## config.mk

```make
export PLATFORM = sky130hd
export DESIGN_NAME = rapt_mul
export DESIGN_NICKNAME = d
export VERILOG_FILES = /design/src/rtl/rapt_pkg.sv /design/src/rtl/rapt_mul.sv
export SDC_FILE = /design/constraint.sdc
export NUM_CORES = 2
export LEC_CHECK = 0
export BUFFER_PORTS_ARGS = -buffer_cell sky130_fd_sc_hd__buf_4
export CORE_ASPECT_RATIO = 1.5
export CORE_MARGIN = 3
export CORE_UTILIZATION = 65
export CTS_CLUSTER_SIZE = 24
export DETAILED_ROUTE_END_ITERATION = 8
export HOLD_SLACK_MARGIN = 0.05
export PLACE_DENSITY = 0.83
export SYNTH_ARGS = -nofsm -noshare
export SYNTH_HDL_FRONTEND = slang
export SYNTH_SLANG_ARGS = --single-unit
```

## constraint.sdc

```tcl
create_clock -name i_clk -period 18.1 [get_ports i_clk]
set_clock_uncertainty 0.15 [all_clocks]
set_input_delay 0.905 -clock i_clk [delete_from_list [all_inputs] [get_ports i_clk]]
set_output_delay 0.905 -clock i_clk [all_outputs]
set_load 0.01 [all_outputs]
```

## src/rtl/rapt_pkg.sv

```systemverilog
// rapt_pkg: shared item types, codes and fixed point helpers for the active pair transform
package rapt_pkg;

    localparam int MUL_W  = 34;
    localparam int PROD_W = 2 * MUL_W;

    localparam logic [1:0] MODE_LOAD   = 2'd0;
    localparam logic [1:0] MODE_FACTOR = 2'd1;
    localparam logic [1:0] MODE_READ   = 2'd2;
    localparam logic [1:0] MODE_CLEAR  = 2'd3;

    localparam logic [1:0] KIND_FACTOR = 2'd0;
    localparam logic [1:0] KIND_READ   = 2'd1;
    localparam logic [1:0] KIND_ACK    = 2'd2;

    localparam logic [1:0] CFG_BASIS  = 2'd0;
    localparam logic [1:0] CFG_ACTIVE = 2'd1;
    localparam logic [1:0] CFG_GRAM   = 2'd2;

    localparam logic signed [63:0] S64_MAX = 64'sh7FFF_FFFF_FFFF_FFFF;
    localparam logic signed [63:0] S64_MIN = 64'sh8000_0000_0000_0000;

    typedef struct packed {
        logic [1:0]         mode;
        logic [3:0]         row_index;
        logic [3:0]         col_index;
        logic signed [31:0] value;
        logic               row_last;
        logic [9:0]         read_index;
    } t_in_item;

    typedef struct packed {
        logic [1:0]         kind;
        logic [9:0]         pair_index;
        logic signed [63:0] result_value;
        logic               status;
        logic               last;
    } t_out_item;

    function automatic logic signed [63:0] sat_add64(input logic signed [63:0] a,
                                                     input logic signed [63:0] b);
        logic signed [63:0] s;
        s = a + b;
        if (!a[63] && !b[63] && s[63]) return S64_MAX;
        if (a[63] && b[63] && !s[63]) return S64_MIN;
        return s;
    endfunction

    // floor of a signed magnitude product over 2^32, saturated
    function automatic logic signed [63:0] q32_floor(input logic [127:0] prod,
                                                     input logic neg);
        logic [63:0] q;
        logic [64:0] qq;
        q  = prod[95:32];
        qq = {1'b0, q} + {64'd0, |prod[31:0]};
        if (|prod[127:96]) return neg ? S64_MIN : S64_MAX;
        if (!neg) return q[63] ? S64_MAX : signed'(q);
        if (qq > {2'b01, 63'd0}) return S64_MIN;
        return signed'(64'(65'd0 - qq));
    endfunction

endpackage

```

## src/rtl/rapt_mul.sv

```systemverilog
// rapt_mul: shared signed multiplier with registered product
module rapt_mul (
    input  logic                                  i_clk,
    input  logic signed [rapt_pkg::MUL_W-1:0]     i_a,
    input  logic signed [rapt_pkg::MUL_W-1:0]     i_b,
    output logic signed [rapt_pkg::PROD_W-1:0]    o_p
);
    import rapt_pkg::*;

    logic signed [PROD_W-1:0] r_p;

    always_ff @(posedge i_clk) begin
        r_p <= i_a * i_b;
    end

    assign o_p = r_p;

endmodule

```

==> impl_metrics.env <==
export IMPL_cts_buffers=9
export IMPL_tightest_slew_ps=1130
export IMPL_hp_class="in2reg"
export IMPL_via_per_inst=5.82
export IMPL_crit_path_top_delay_cell="nor4_1"
export IMPL_maxSlewHeadroom_pct=24.5
export IMPL_fin_setup_tns_ps=0
export IMPL_startpoint="i_a[28]"
export IMPL_grt_usage_pct=36.1
export IMPL_rsz0062_at_grt="no"
export IMPL_coreArea_mm2=0.0650
export IMPL_yosys_warnings=0
export IMPL_cp_common_cell="fa_1"
export IMPL_period_needed_ps=8880
export IMPL_die_w_um=216
export IMPL_endpoint="o_p[67]"
export IMPL_drive_gt1_share_pct=4.24
export IMPL_clock_sinks=68
export IMPL_synthTopCellsByArea="fa_1, inv_1, and2_1, ha_1, nand2_1"
export IMPL_dp_cells=5338
export IMPL_synth_cells=4554
export IMPL_die_y_um=321
export IMPL_syn_avg_cell_area_um2=9.45
export IMPL_hold_viol=0
export IMPL_crit_path_start_kind="input port"
export IMPL_dieArea_mm2=0.0694
export IMPL_cpPeakStageDelay_ps=820
export IMPL_ant_nets=0
export IMPL_cp_max_fo=35
export IMPL_io_pins=137
export IMPL_yosysTopAreaCell="fa_1"
export IMPL_drc_errors=0
export IMPL_instances_no_fill=5359
export IMPL_synth_enable_flop_cells=0
export IMPL_htree_levels=3
export IMPL_ys_flop_type="dfxtp_1"
export IMPL_antenna_found_initial=7
export IMPL_period_share_pct=49.1
export IMPL_finalSetupViolCount=0
export IMPL_cts_tree="built"
export IMPL_grt_pass1_wl_um=189000
export IMPL_max_clock_freq_mhz=113
export IMPL_drt_initial_drc_count=1875
export IMPL_status="finished, final reports clean"
export IMPL_max_cap_viol_count=0
export IMPL_synth_fp_nets=6068
export IMPL_clk_pin_slew_worst_paths_ps=70
export IMPL_syn2layout_area_growth_pct=3.66
export IMPL_largest_reg_flops=68
export IMPL_start_util_pct=66.2
export IMPL_vias=31179
export IMPL_async_reset_ff_share_pct=0
export IMPL_ctsRootBufferMaster="clkbuf_16"
export IMPL_synth_area_mm2=0.0430
export IMPL_cts_resized=0
export IMPL_gp_congestion=0.958
export IMPL_synth_seq_area_share_pct=3.16
export IMPL_hpwlAfterDp_um=92500
export IMPL_avgRoutedWirePerCell_um=22.0
export IMPL_ys_types=69
export IMPL_grt_overflow=0
export IMPL_ys_ff_latch=68
export IMPL_clk_path_buf_depth=2
export IMPL_critPathRequiredTime_ps=18240
export IMPL_setup_ws_ps=9220
export IMPL_end_kind="flip-flop"
export IMPL_postCtsSetupRepairBufs=0
export IMPL_slew_viol_final=0
export IMPL_grt_pass1_vias=36148
export IMPL_yosysTopAreaCellShare_pct=57.7
export IMPL_post_place_ws_ps=8920
export IMPL_crit_arrival_ps=9020
export IMPL_grt_max_degree=35
export IMPL_numPortBuffers=136
export IMPL_n_fill_cell=4934
export IMPL_rows=114
export IMPL_firstDrtPassIters=6
export IMPL_hold_ws_ps=810
export IMPL_critPathKind="in2reg"
export IMPL_wl_um=118000
export IMPL_nets=5993
export IMPL_cts_hold_buf=0
stage by stage:
step           instance area (um2)  utilization, %
3_3_place_gp                 44300            68.1
6_report                     44600            68.6
3_5_place_dp                 44300            68.1
2_1_floorplan                43000               -
4_1_cts                      44600            68.6
5_1_grt                      44600            68.6
worst min path at each step:
stage	from	end	slack [ps]	depth (start not counted)
after detailed placement	o_p[22]	o_p[22]	1150	1
after global routing	i_b[0]	o_p[0]	820	2
after CTS	i_b[0]	o_p[0]	800	2
final	i_b[0]	o_p[0]	810	2
after floorplan	i_a[0]	o_p[0]	880	1
after global placement	o_p[18]	o_p[18]	1140	1
layout make-up:
type	count	area, um2	share of cell area, %
Antenna cell	5	12.5	0.0281
Clock inverter	7	85.1	0.191
Tap cell	870	1090	2.44
Multi-Input combinational cell	3026	36100	81.0
Inverter	1232	4620	10.4
Timing Repair Buffer	142	1070	2.39
Sequential cell	68	1360	3.05
Clock buffer	9	225	0.505
cells in the mapped netlist (all sizes together) (2+ instances only):
cell type,count
a2111o,2
a211o,3
a211oi,7
a21bo,2
a21o,37
a21oi,63
a221oi,4
a311oi,2
a31oi,10
and2,623
and3,8
and4,2
buf,9
clkbuf,217
dfxtp,68
fa,1241
ha,204
inv,1231
nand2,542
nand2b,20
nand3,11
nand4,11
nor2,56
nor2b,9
nor3,5
o211ai,3
o21a,4
o21ai,41
o21bai,12
o221ai,2
o31ai,2
o41ai,6
or2,4
or3,2
xnor2,56
xor2,23
worst max-delay path: cells and delay by family:
kind            cells  cell delay, ps
buf+inv             8             850
simple gates        3            1300
fa+ha+maj           9            4600
xor+xnor            1             120
compound gates      5            1180
layer usage:
| layer | global-route usage [%] | up-vias | wire length [um] |
|---|---|---|---|
| li1 | - | 12643 | - |
| met1 | 36.8 | 16121 | 35100 |
| met2 | 63.7 | 1685 | 61400 |
| met3 | 7.17 | 728 | 9120 |
| met4 | 30.0 | 2 | 12500 |
| met5 | 0 | - | 13 |
logic make-up (layout without fill, tap and decap cells):
family	after synthesis	count (layout)	share of synthesized area, %
other	0	5	0
XOR/XNOR	79	79	1.61
AND/OR/NAND/NOR	1296	1296	15.4
flip-flops	68	68	3.16
buffers and inverters	1460	1390	12.8
AO/OA/AOI/OAI	206	206	3.35
adder cells (fa/ha/maj)	1445	1445	63.7
placed cells by master, fill, tap and decap left out, types with 31 or more instances in the layout:
cell type and n:
dfxtp_1 68, buf_4 142, xnor2_1 56, fa_1 1241, o21ai_0 31, a21oi_1 61, inv_1 1231, a21o_1 37
ha_1 204, and2_1 621, nor2_1 54, nand2_1 542
Power is not shown: default switching activity piles up to over one toggle a cycle in this logic, so the estimate is an artifact.
